==> config.mk <==
export PLATFORM = sky130hd
export DESIGN_NAME = compact_size_varint_codec
export DESIGN_NICKNAME = d
export VERILOG_FILES = /design/src/design/cszv_pkg.sv /design/src/design/compact_size_varint_codec.sv /design/src/design/cszv_enc.sv /design/src/design/cszv_dec.sv
export VERILOG_INCLUDE_DIRS = /design/src /design/src/design
export SDC_FILE = /design/constraint.sdc
export NUM_CORES = 1
export LEC_CHECK = 0
export BUFFER_PORTS_ARGS = -buffer_cell sky130_fd_sc_hd__buf_2
export CAP_MARGIN = 20
export CORE_ASPECT_RATIO = 0.6
export CORE_MARGIN = 1.5
export CORE_UTILIZATION = 50
export DETAILED_ROUTE_END_ITERATION = 8
export PLACE_DENSITY_LB_ADDON = 0.12
export SLEW_MARGIN = 20
export SYNTH_ARGS = -nofsm -noshare
export SYNTH_HDL_FRONTEND = slang
export SYNTH_SLANG_ARGS = --single-unit
==> constraint.sdc <==
create_clock -name clk -period 19.7 [get_ports clk]
set_input_delay 0.985 -clock clk [delete_from_list [all_inputs] [get_ports clk]]
set_output_delay 0.985 -clock clk [all_outputs]
set_load 0.01 [all_outputs]
==> src/design/compact_size_varint_codec_assert.svh <==
// assertion macros for the compact size varint codec
`ifndef COMPACT_SIZE_VARINT_CODEC_ASSERT_SVH
`define COMPACT_SIZE_VARINT_CODEC_ASSERT_SVH

`ifndef ASSERT_OFF
`define CSZV_ASSERT_SAME(lbl, clk, rst_n, ante, cons) \
	lbl: assert property (@(posedge clk) disable iff (!rst_n) (ante) |-> (cons)) \
		else $error("%m: check failed");
`define CSZV_ASSERT_NEXT(lbl, clk, rst_n, ante, cons) \
	lbl: assert property (@(posedge clk) disable iff (!rst_n) (ante) |=> (cons)) \
		else $error("%m: check failed");
`else
`define CSZV_ASSERT_SAME(lbl, clk, rst_n, ante, cons)
`define CSZV_ASSERT_NEXT(lbl, clk, rst_n, ante, cons)
`endif

`endif

==> src/design/cszv_pkg.sv <==
// shared types and constants for the compact size varint codec
package cszv_pkg;

	localparam int SIZE_WIDTH_DEF = 32;
	localparam int VALUE_W = 64;
	localparam int SIZE_FIELD_W = 32;

	localparam logic OP_ENCODE = 1'b0;
	localparam logic OP_DECODE = 1'b1;

	localparam logic [7:0] PFX_16 = 8'hfd;
	localparam logic [7:0] PFX_32 = 8'hfe;
	localparam logic [7:0] PFX_64 = 8'hff;
	localparam logic [7:0] MAX_SHORT = 8'd252;

	localparam logic [3:0] EXTRA_NONE = 4'd0;
	localparam logic [3:0] EXTRA_16 = 4'd2;
	localparam logic [3:0] EXTRA_32 = 4'd4;
	localparam logic [3:0] EXTRA_64 = 4'd8;

	typedef enum logic [1:0] {
		KIND_BYTE  = 2'd0,
		KIND_VALUE = 2'd1,
		KIND_ERROR = 2'd2
	} kind_t;

	typedef struct packed {
		kind_t kind;
		logic [7:0] out_byte;
		logic [VALUE_W-1:0] decoded_value;
		logic [3:0] extra_bytes;
		logic [SIZE_FIELD_W-1:0] expected_after;
		logic last;
	} result_t;

	typedef struct packed {
		logic commit;
		logic abandon;
	} dec_ctl_t;

endpackage

==> src/design/compact_size_varint_codec.sv <==
// Compact size varint codec. Decode items (one payload byte each) are taken one per cycle
// unless their result waits on a full output register; a prefix byte gives no result and the
// closing byte of a code gives the value. An encode item stays in the input stage while its
// 1, 3, 5 or 9 bytes (for values up to 252, 65535, 4294967295 or above) leave one per cycle
// through the output register while m_tready allows. The input register and the result register
// decouple the two sides, so a new item is accepted while a finished result still waits on m_tready.
module compact_size_varint_codec
	import cszv_pkg::*;
#(
	parameter int SIZE_WIDTH = SIZE_WIDTH_DEF
) (
	input  logic clk,
	input  logic arst_n,
	input  logic s_tvalid,
	output logic s_tready,
	// value, in_byte, expected_before, payload_size
	input  logic [135:0] s_tdata,
	// op
	input  logic [0:0] s_tuser,
	output logic m_tvalid,
	input  logic m_tready,
	// out_byte, decoded_value, extra_bytes, expected_after, zero pad
	output logic [111:0] m_tdata,
	// kind
	output logic [1:0] m_tuser,
	output logic m_tlast
);

	`include "compact_size_varint_codec_assert.svh"

	logic valid_s1;
	logic op_s1;
	logic [VALUE_W-1:0] value_s1;
	logic [7:0] byte_s1;
	logic [SIZE_FIELD_W-1:0] exp_s1;
	logic [SIZE_FIELD_W-1:0] pay_s1;
	logic [3:0] enc_idx_q;

	logic m_valid_q;
	result_t m_res_q;

	result_t enc_res;
	result_t dec_res;
	result_t res;
	logic dec_has;
	logic has_res;
	logic load_out;
	logic emit;
	logic s1_done;
	dec_ctl_t dec_ctl;

	cszv_enc u_enc (
		.value(value_s1),
		.idx(enc_idx_q),
		.res(enc_res)
	);

	cszv_dec #(
		.SIZE_WIDTH(SIZE_WIDTH)
	) u_dec (
		.clk(clk),
		.arst_n(arst_n),
		.in_byte(byte_s1),
		.expected_before(exp_s1),
		.payload_size(pay_s1),
		.ctl(dec_ctl),
		.has_result(dec_has),
		.res(dec_res)
	);

	always_comb begin
		res = (op_s1 == OP_DECODE) ? dec_res : enc_res;
		has_res = (op_s1 == OP_DECODE) ? dec_has : 1'b1;
		load_out = !m_valid_q || m_tready;
		emit = valid_s1 && has_res && load_out;
		s1_done = valid_s1 && (!has_res || (load_out && res.last));
		s_tready = !valid_s1 || s1_done;
		dec_ctl.commit = s1_done && (op_s1 == OP_DECODE);
		// an encode item drops any unfinished decode
		dec_ctl.abandon = s1_done && (op_s1 == OP_ENCODE);
	end

	always_ff @(posedge clk or negedge arst_n) begin
		if (!arst_n) begin
			valid_s1 <= 1'b0;
			enc_idx_q <= '0;
			m_valid_q <= 1'b0;
		end else begin
			if (s_tready) begin
				valid_s1 <= s_tvalid;
			end
			if (s1_done) begin
				enc_idx_q <= '0;
			end else if (emit) begin
				enc_idx_q <= enc_idx_q + 4'd1;
			end
			if (emit) begin
				m_valid_q <= 1'b1;
			end else if (m_tready) begin
				m_valid_q <= 1'b0;
			end
		end
	end

	always_ff @(posedge clk) begin
		if (s_tready && s_tvalid) begin
			op_s1 <= s_tuser[0];
			value_s1 <= s_tdata[63:0];
			byte_s1 <= s_tdata[71:64];
			exp_s1 <= s_tdata[103:72];
			pay_s1 <= s_tdata[135:104];
		end
		if (emit) begin
			m_res_q <= res;
		end
	end

	assign m_tvalid = m_valid_q;
	assign m_tdata = {4'b0000, m_res_q.expected_after, m_res_q.extra_bytes,
		m_res_q.decoded_value, m_res_q.out_byte};
	assign m_tuser = m_res_q.kind;
	assign m_tlast = m_res_q.last;

	`CSZV_ASSERT_SAME(a_enc_idx_bound, clk, arst_n, valid_s1 && (op_s1 == OP_ENCODE), enc_idx_q <= enc_res.extra_bytes)
	`CSZV_ASSERT_SAME(a_dec_single, clk, arst_n, m_tvalid && (m_tuser != KIND_BYTE), m_tlast)
	`CSZV_ASSERT_SAME(a_err_no_value, clk, arst_n, m_tvalid && (m_tuser == KIND_ERROR), (m_tdata[71:8] == '0) && (m_tdata[107:76] == '0))
	`CSZV_ASSERT_NEXT(a_enc_hold, clk, arst_n, valid_s1 && (op_s1 == OP_ENCODE) && !s1_done, valid_s1 && (op_s1 == OP_ENCODE))

endmodule

==> src/design/cszv_enc.sv <==
// encoder byte selector: picks the byte at a given position of the encoded size
module cszv_enc
	import cszv_pkg::*;
(
	input  logic [VALUE_W-1:0] value,
	input  logic [3:0] idx,
	output result_t res
);

	logic short_code;
	logic [7:0] prefix;
	logic [3:0] extra;
	logic [2:0] sel;

	always_comb begin
		short_code = (value[VALUE_W-1:8] == '0) && (value[7:0] <= MAX_SHORT);
		if (value[VALUE_W-1:16] == '0) begin
			prefix = PFX_16;
			extra = EXTRA_16;
		end else if (value[VALUE_W-1:32] == '0) begin
			prefix = PFX_32;
			extra = EXTRA_32;
		end else begin
			prefix = PFX_64;
			extra = EXTRA_64;
		end
		if (short_code) begin
			extra = EXTRA_NONE;
		end
		sel = 3'(idx - 4'd1);

		res = '0;
		res.kind = KIND_BYTE;
		res.extra_bytes = extra;
		if (idx == 4'd0) begin
			res.out_byte = short_code ? value[7:0] : prefix;
		end else begin
			res.out_byte = value[{sel, 3'b000} +: 8];
		end
		res.last = short_code || (idx == extra);
	end

endmodule

==> src/design/cszv_dec.sv <==
// decoder: prefix check, little-endian byte collection and decoder state
module cszv_dec
	import cszv_pkg::*;
#(
	parameter int SIZE_WIDTH = SIZE_WIDTH_DEF
) (
	input  logic clk,
	input  logic arst_n,
	input  logic [7:0] in_byte,
	input  logic [SIZE_FIELD_W-1:0] expected_before,
	input  logic [SIZE_FIELD_W-1:0] payload_size,
	input  dec_ctl_t ctl,
	output logic has_result,
	output result_t res
);

	localparam int SW = (SIZE_WIDTH < SIZE_FIELD_W) ? SIZE_WIDTH : SIZE_FIELD_W;

	logic [3:0] rem_q;
	logic [2:0] col_q;
	logic [VALUE_W-1:0] acc_q;
	logic [3:0] pend_extra_q;
	logic [SIZE_FIELD_W-1:0] pend_exp_q;

	logic busy;
	logic start;
	logic [VALUE_W-1:0] acc_ins;
	logic [3:0] extra;
	logic [SW-1:0] exp_m;
	logic [SW-1:0] pay_m;
	logic [SIZE_FIELD_W:0] sum;
	logic too_big;

	always_comb begin
		busy = (rem_q != 4'd0);
		exp_m = expected_before[SW-1:0];
		pay_m = payload_size[SW-1:0];
		acc_ins = acc_q;
		acc_ins[{col_q, 3'b000} +: 8] = in_byte;
		unique case (in_byte)
			PFX_64: extra = EXTRA_64;
			PFX_32: extra = EXTRA_32;
			PFX_16: extra = EXTRA_16;
			default: extra = EXTRA_NONE;
		endcase
		// expected + extra > payload covers both halves of the size check
		sum = (SIZE_FIELD_W + 1)'(exp_m) + (SIZE_FIELD_W + 1)'(extra);
		too_big = sum > (SIZE_FIELD_W + 1)'(pay_m);
		start = 1'b0;

		res = '0;
		res.kind = KIND_VALUE;
		res.last = 1'b1;
		has_result = 1'b1;
		if (busy) begin
			has_result = (rem_q == 4'd1);
			res.decoded_value = acc_ins;
			res.extra_bytes = pend_extra_q;
			res.expected_after = pend_exp_q;
		end else if (in_byte == 8'd0) begin
			res.expected_after = SIZE_FIELD_W'(exp_m);
		end else if (too_big) begin
			res.kind = KIND_ERROR;
			res.extra_bytes = extra;
		end else if (extra == EXTRA_NONE) begin
			res.decoded_value = VALUE_W'(in_byte);
			res.expected_after = sum[SIZE_FIELD_W-1:0];
		end else begin
			has_result = 1'b0;
			start = 1'b1;
		end
	end

	always_ff @(posedge clk or negedge arst_n) begin
		if (!arst_n) begin
			rem_q <= '0;
			col_q <= '0;
		end else if (ctl.abandon) begin
			rem_q <= '0;
			col_q <= '0;
		end else if (ctl.commit) begin
			if (busy) begin
				rem_q <= rem_q - 4'd1;
				col_q <= (rem_q == 4'd1) ? 3'd0 : col_q + 3'd1;
			end else if (start) begin
				rem_q <= extra;
				col_q <= '0;
			end
		end
	end

	always_ff @(posedge clk) begin
		if (ctl.commit && busy) begin
			acc_q <= acc_ins;
		end else if (ctl.commit && start) begin
			acc_q <= '0;
			pend_extra_q <= extra;
			pend_exp_q <= sum[SIZE_FIELD_W-1:0];
		end
	end

endmodule
## Word-level counts from Yosys, hierarchy flattened

Cells that the tools add are included.

- Register bits: 361
- Output and inout bits: 117

- Add/subtract/negate cells: 6
- $lt $le $gt $ge: 2
- Equality and inequality tests: 5
- Shift operators: 3
- Multiplexer cells: 45
- Bitwise operators: 2
- Reduce and logical (&&, ||, !) cells: 32

Operators with widths:

| kind | count |
|---|---|
| 64-bit 2-to-1 mux | 3 |
| 100-bit 2-to-1 mux | 1 |
| 32-bit 2-to-1 mux | 3 |
| 68-bit 2-to-1 mux | 1 |
| 64-bit bitwise mux | 1 |
| 8-bit by 8-bit variable shift with 64-bit output, first input constant | 1 |
| 64-bit by 7-bit variable part select with 8-bit output | 1 |
| 8-bit by 8-bit variable part select with 64-bit output | 1 |
| 56-bit zero test | 1 |
| 48-bit zero test | 1 |
| 4-bit 2-to-1 mux | 10 |
| 37-bit 2-to-1 mux | 1 |
| 32-bit by 4-bit adder with 33-bit output | 1 |
| 33-bit by 32-bit greater-than comparator with 1-bit output | 1 |
| 32-bit zero test | 1 |
| 8-bit 2-to-1 mux | 4 |
| 8-bit == test, second input constant | 3 |
| 3-bit 2-to-1 mux | 5 |
| 1-bit 2-to-1 mux | 14 |
| 4-bit one-hot mux with 3 select lines | 1 |
| 1-bit logical AND | 10 |
| 8-bit <= comparator, second input constant | 1 |
| 4-bit zero test | 2 |
| 8-bit zero test | 1 |
| 16 further kinds | 26 |

## Depth between registers and ports, before layout

- Depth in word-level cells: 15
- Depth in mapped cells: 23
- Mapped depth without buffers: 20

## Modules after synthesis

Synthesis repeated with hierarchy kept, for this count alone.

- Cell total of the unflattened synthesis: 1487
- Area, all modules: 18639.1 µm²

Modules (own cells, without submodules):

| module | times used | cells an instance | area each (µm²) | sequential area each (µm²) |
|---|---|---|---|---|
| compact_size_varint_codec | 1 | 410 | 9195.1 | 7597.3 |
| cszv_dec | 1 | 876 | 7688.6 | 3148.0 |
| cszv_enc | 1 | 201 | 1755.4 | 0.0 |

## Worst setup path before layout

No wires, ideal clock.

- Path kind: reg2reg
- Start point: register byte_s1[3]
- End point: register byte_s1[0] (enable)
- Setup time: 0.651 ns
- Arrival: 10.518 ns
- Data required time: 19.049 ns
- Setup slack: 8.531 ns
- Stages on the path, launching flop included: 22
- Buffers on the path: 2
- Clock period less this slack: 11.169 ns
- Cell sequence: edfxtp_1 clkbuf_1 nand4_1 nor4b_1 ha_1 o21a_1 nand4_1 nand2_1 and2_1 nand3_1 or2_2 xnor2_1 ha_1 nand4_1 nor4_1 a31oi_1 a31o_1 buf_6 or3_4 o211ai_1 a21oi_2 nor2b_1

- Word-level cells in the longest chain between the ends: 13
- Elaborated cells between the ends (all ways): 18

RTL lines:

| element | RTL line | RTL |
|---|---|---|
| from (decl) | compact_size_varint_codec.sv:34 | `logic [7:0] byte_s1;` |
| from (signal assigned) | compact_size_varint_codec.sv:109 | `byte_s1 <= s_tdata[71:64];` |
| 8-bit == test | cszv_dec.sv:40 | `unique case (in_byte)` |
| 4-bit one-hot mux with 3 select lines * | cszv_dec.sv:40 |  |
| via u_dec.extra[1] | cszv_dec.sv:28 | `logic [3:0] extra;` |
| 32-bit by 4-bit adder with 33-bit output * | cszv_dec.sv:47 | `sum = (SIZE_FIELD_W + 1)'(exp_m) + (SIZE_FIELD_W + 1)'(extra);` |
| via u_dec.sum[28] | cszv_dec.sv:31 | `logic [SIZE_FIELD_W:0] sum;` |
| 33-bit by 32-bit greater-than comparator with 1-bit output * | cszv_dec.sv:48 | `too_big = sum > (SIZE_FIELD_W + 1)'(pay_m);` |
| 1-bit 2-to-1 mux * | cszv_dec.sv:62 | `end else if (too_big) begin` |
| 1-bit 2-to-1 mux * | cszv_dec.sv:60 | `end else if (in_byte == 8'd0) begin` |
| 1-bit 2-to-1 mux * | cszv_dec.sv:55 | `if (busy) begin` |
| 1-bit 2-to-1 mux * | compact_size_varint_codec.sv:73 | `has_res = (op_s1 == OP_DECODE) ? dec_has : 1'b1;` |
| 1-bit zero test * | compact_size_varint_codec.sv:76 | `s1_done = valid_s1 && (!has_res \|\| (load_out && res.last));` |
| 1-bit logical OR * | compact_size_varint_codec.sv:76 |  |
| 1-bit logical AND * | compact_size_varint_codec.sv:76 |  |
| 1-bit logical OR * | compact_size_varint_codec.sv:77 | `s_tready = !valid_s1 \|\| s1_done;` |
| 1-bit logical AND * | compact_size_varint_codec.sv:106 | `if (s_tready && s_tvalid) begin` |

Mark *: on every way through the listed nets, which the timed path passes. The rest lies on a longest branch.
A chain may end at the register's enable or synchronous reset.

## Worst setup path after layout

- Start point: register byte_s1[5]
- End point: register exp_s1[11] (enable)

- Word-level cells in the longest chain between the ends: 13
- Elaborated cells between the ends (all ways): 18

RTL lines:

| element | RTL line | RTL |
|---|---|---|
| 8-bit == test | cszv_dec.sv:40 |  |
| 4-bit one-hot mux with 3 select lines * | cszv_dec.sv:40 |  |
| via u_dec.extra[1] | cszv_dec.sv:28 |  |
| 32-bit by 4-bit adder with 33-bit output * | cszv_dec.sv:47 |  |
| via u_dec.sum[28] | cszv_dec.sv:31 |  |
| 33-bit by 32-bit greater-than comparator with 1-bit output * | cszv_dec.sv:48 |  |
| 1-bit 2-to-1 mux * | cszv_dec.sv:62 |  |
| 1-bit 2-to-1 mux * | cszv_dec.sv:60 |  |
| 1-bit 2-to-1 mux * | cszv_dec.sv:55 |  |
| 1-bit 2-to-1 mux * | compact_size_varint_codec.sv:73 |  |
| 1-bit zero test * | compact_size_varint_codec.sv:76 |  |
| 1-bit logical OR * | compact_size_varint_codec.sv:76 |  |
| 1-bit logical AND * | compact_size_varint_codec.sv:76 |  |
| 1-bit logical OR * | compact_size_varint_codec.sv:77 |  |
| 1-bit logical AND * | compact_size_varint_codec.sv:106 |  |
| to (signal assigned) | compact_size_varint_codec.sv:110 | `exp_s1 <= s_tdata[103:72];` |
| to (decl) | compact_size_varint_codec.sv:35 | `logic [SIZE_FIELD_W-1:0] exp_s1;` |

Marked as above.

==> metrics.md <==
| Metric | Value |
|---|---|
| Status | `finished clean` |
| Count of cell types in the netlist | `67` |
| Final net count | `1644` |
| CTS tree | `done` |
| Clock Path Buffers | `3` |
| Period Utilization, post-route | `41.47%` |
| Hold violation count in the final report | `0` |
| Leak pwr | `0.007373 µW` |
| Mapped Cells | `1224` |
| Int Pwr | `1710 µW` |
| Critical Path AT | `8.32 ns` |
| Adder-Cell Fraction of Synth Area | `3.244%` |
| TNS Setup | `0 ns` |
| Fill cells | `2609` |
| Hold_ws | `0.3514 ns` |
| Post-synth EDFFs | `346` |
| Share of the synthesized area in the top cell type | `64.13%` |
| Clock power frac | `24.8%` |
| Final Skew | `0.02617 ns` |
| Largest net degree at the start of global routing | `97` |
| Reg-to-reg slack, setup | `11.53 ns` |
| Clock H-tree levels | `2` |
| Overflow after GRT | `0` |
| Ys flop type | `edfxtp_1` |
| RSZ-0062 raised after global routing | `no` |
| Drt initial violations | `1175` |
| Worst Reg-to-Reg Cells | `21` |
| Clock Pin Slew Worst Setup and Hold Paths | `0.07 ns` |
| Core area | `31530 µm²` |
| Pwr dens | `138.9 nW/µm²` |
| Flops & latches, synth | `359` |
| P_sw | `908.5 µW` |
| DP Worst Slack | `11.64 ns` |
| Ys Warns | `0` |
| Worst r2r src | `byte_s1[5]$_DFFE_PP_` |
| Hold Buf Count CTS | `0` |
| WP data required | `19.85 ns` |
| Multiplexer share of the synthesized area | `5.020%` |
| Final min period | `8.169 ns` |
| Die Ht | `142.4 µm` |
| Crit path kind | `reg2reg` |
| Post-synth ARST share | `3.621%` |
| Worst-path maximum fanout | `59` |
| Simple-gate area share of the yosys netlist | `12.49%` |
| Layout cells sized above 1 | `24.22%` |
| Finish-stage setup viols | `0` |
| Comb power frac | `30.8%` |
| Register area share after synthesis | `66.14%` |
| Total number of vias | `11170` |
| Final Max Slew Viols | `0` |
| Drt pass-1 iters | `8` |
| Post-CTS Setup Bufs | `0` |
| Max Cap Viol | `0` |
| Global-route wire length before repair | `63860 µm` |
| Hold Path Class | `in2async` |
| Switch share | `34.69%` |
| Post-Synth XOR/XNOR Area | `2.108%` |
| IO Pins | `258` |
| Commonest cells in the netlist | `edfxtp_1, nand2_1, nor2_1` |
| Type of origin of the critical path | `flop` |
| Area grow syn2layout | `16.42%` |
| Synth Cell Area | `16200 µm²` |
| CTS sink cnt | `359` |
| Final setup margin | `11.53 ns` |
| Post-synth top area cell | `edfxtp_1` |
| Final GP Congestion | `0.9014` |
| Syn_area_per_cell | `13.24 µm²` |
| Overall Global Routing Usage | `25.04%` |
| Antenna Violating Nets Remaining | `0` |
| Full die area | `33530 µm²` |
| Clock latency at the later pin of the worst-skew pair | `0.53 ns` |
| Final Core Density | `59.82%` |
| Initial antenna violation count | `0` |
| Detail Placement HPWL | `29200 µm` |
| Post-cts sizing count | `0` |
| Critical path origin | `byte_s1[5]$_DFFE_PP_` |
| Num CTS Buffers | `35` |
| Worst r2r dst | `exp_s1[11]$_DFFE_PP_` |
| Max-slew headroom | `28.43%` |
| Rows | `50` |
| Largest family of logic cells by synthesized area | `simple AND/OR/NAND/NOR gates` |
| DR vias/cell | `5.883` |
| CP Capture Type | `flop` |
| Die X | `235.4 µm` |
| Drt total wl | `42150 µm` |
| Maximum VDD drop | `0.06969 mV` |
| Routed len/inst | `22.21 µm` |
| Initial Util | `51.38%` |
| Worst-margin pin slew | `1.070 ns` |
| Port-buffer cells | `252` |
| Ant diodes | `0` |
| Root Driver | `clkbuf_16` |
| Most common cell in the synthesized netlist | `edfxtp_1` |
| Synth Area in Compound Gates | `7.708%` |
| Sequential share of power | `44.5%` |
| Ranking of synthesized cells by area | `edfxtp_1, ha_1, mux2i_1` |
| Fmax | `122.4 MHz` |
| Vias in the first global route | `10660` |
| # DRC | `0` |
==> area by class of cell <==
type,instances,area (µm²),area share [%]
Multi-Input combinational cell,753,5015,26.59
Clock inverter,18,133.9,0.7098
Clock buffer,40,937.1,4.969
Timing Repair Buffer,266,1366,7.244
Tap cell,416,520.5,2.760
Inverter,46,172.7,0.9155
Sequential cell,359,10720,56.81
==> worst max-delay path, stage by stage (launching register included) <==
cell and delay (ns):
edfxtp_1 0.68, nand4_1 0.19, nor4b_1 0.64, ha_1 0.34
o21a_1 0.15, nand4_1 0.10, nand2_1 0.35, and2_1 0.34
nand3_1 0.10, or2_2 0.31, xnor2_1 0.17, ha_1 0.35
nand4_1 0.14, nor4_1 0.42, a31oi_1 0.16, a31o_1 0.34
or3_4 0.47, o211ai_1 0.25, a21oi_2 0.12, nor2b_4 0.66
buf_4 0.67, buf_4 0.71
==> logic make-up after synthesis <==
| kind of cell | count (synthesis) |
|---|---|
| other | 1 |
| AND/OR/NAND/NOR | 410 |
| multiplexers | 61 |
| XOR/XNOR | 39 |
| AO/OA/AOI/OAI | 196 |
| buffers and inverters | 116 |
| flip-flops | 359 |
| adder cells (fa/ha/maj) | 42 |
==> stage by stage <==
stage / instance area (µm²) / total power, µW / cells
finish: 18860 / 2619 / 1898
global route: 18860 / 2745 / 1898
CTS: 18860 / 2630 / 1898
detailed placement: 17790 / 1982 / 1840
global placement: 17790 / 1968 / 1840
floorplan: 16220 / 1701 / 1228
==> power by group through the flow <==
stage | Combinational (µW) | Clock (µW) | Sequential [µW]
after floorplan | 488 | 0 | 1210
after global placement | 793 | 0 | 1180
after detailed placement | 804 | 0 | 1180
after CTS | 807 | 659 | 1160
after global routing | 877 | 689 | 1180
final | 806 | 649 | 1160
==> placed cells by master (no fill, tap or decap), drive strengths merged, types with 3 or more instances in the layout <==
| master | instances |
|---|---|
| clkbuf | 40 |
| nor2b | 4 |
| a22o | 5 |
| xor2 | 11 |
| o211ai | 8 |
| edfxtp | 346 |
| a31oi | 3 |
| inv | 46 |
| or2 | 5 |
| a221oi | 20 |
| o31ai | 3 |
| nand4 | 20 |
| conb | 5 |
| mux2i | 43 |
| nor2 | 100 |
| and4 | 3 |
| nor4 | 21 |
| and2 | 5 |
| xnor2 | 28 |
| buf | 266 |
| nand3 | 34 |
| or4 | 3 |
| dfrtp | 13 |
| o21ai | 51 |
| mux4 | 16 |
| nand2 | 107 |
| a21oi | 70 |
| ha | 42 |
| a21o | 3 |
| nor3 | 60 |
| and3 | 37 |
| a211oi | 14 |
| clkinv | 14 |
| nand2b | 4 |
==> worst max path at each step <==
stage	slack, ns	to	depth (start not counted)
after CTS	11.64	exp_s1[11]$_DFFE_PP_	21
after global placement	12.05	exp_s1[9]$_DFFE_PP_	21
final	11.53	exp_s1[11]$_DFFE_PP_	21
after floorplan	8.53	byte_s1[0]$_DFFE_PP_	21
after detailed placement	11.64	exp_s1[9]$_DFFE_PP_	21
after global routing	10.97	exp_s1[0]$_DFFE_PP_	21
==> per-layer routing <==
| layer | vias to the layer above | wire (µm) | GRT usage (%) |
|---|---|---|---|
| met2 | 512 | 17600 | 34.48 |
| li1 | 5106 | - | - |
| met4 | 0 | 857 | 6.520 |
| met3 | 53 | 3482 | 4.810 |
| met5 | - | 0 | 0 |
| met1 | 5495 | 20210 | 40.10 |
==> registers in the layout, summed over array words and instances, names as in the netlist, 3 cells and up <==
signal / cells
pay_s1: 32
enc_idx_q: 4
value_s1: 64
u_dec.rem_q: 4
exp_s1: 32
u_dec.pend_extra_q: 3
u_dec.col_q: 3
m_tdata: 107
byte_s1: 8
u_dec.pend_exp_q: 32
u_dec.acc_q: 64
No activity file was read; power rests on OpenSTA's default activity.
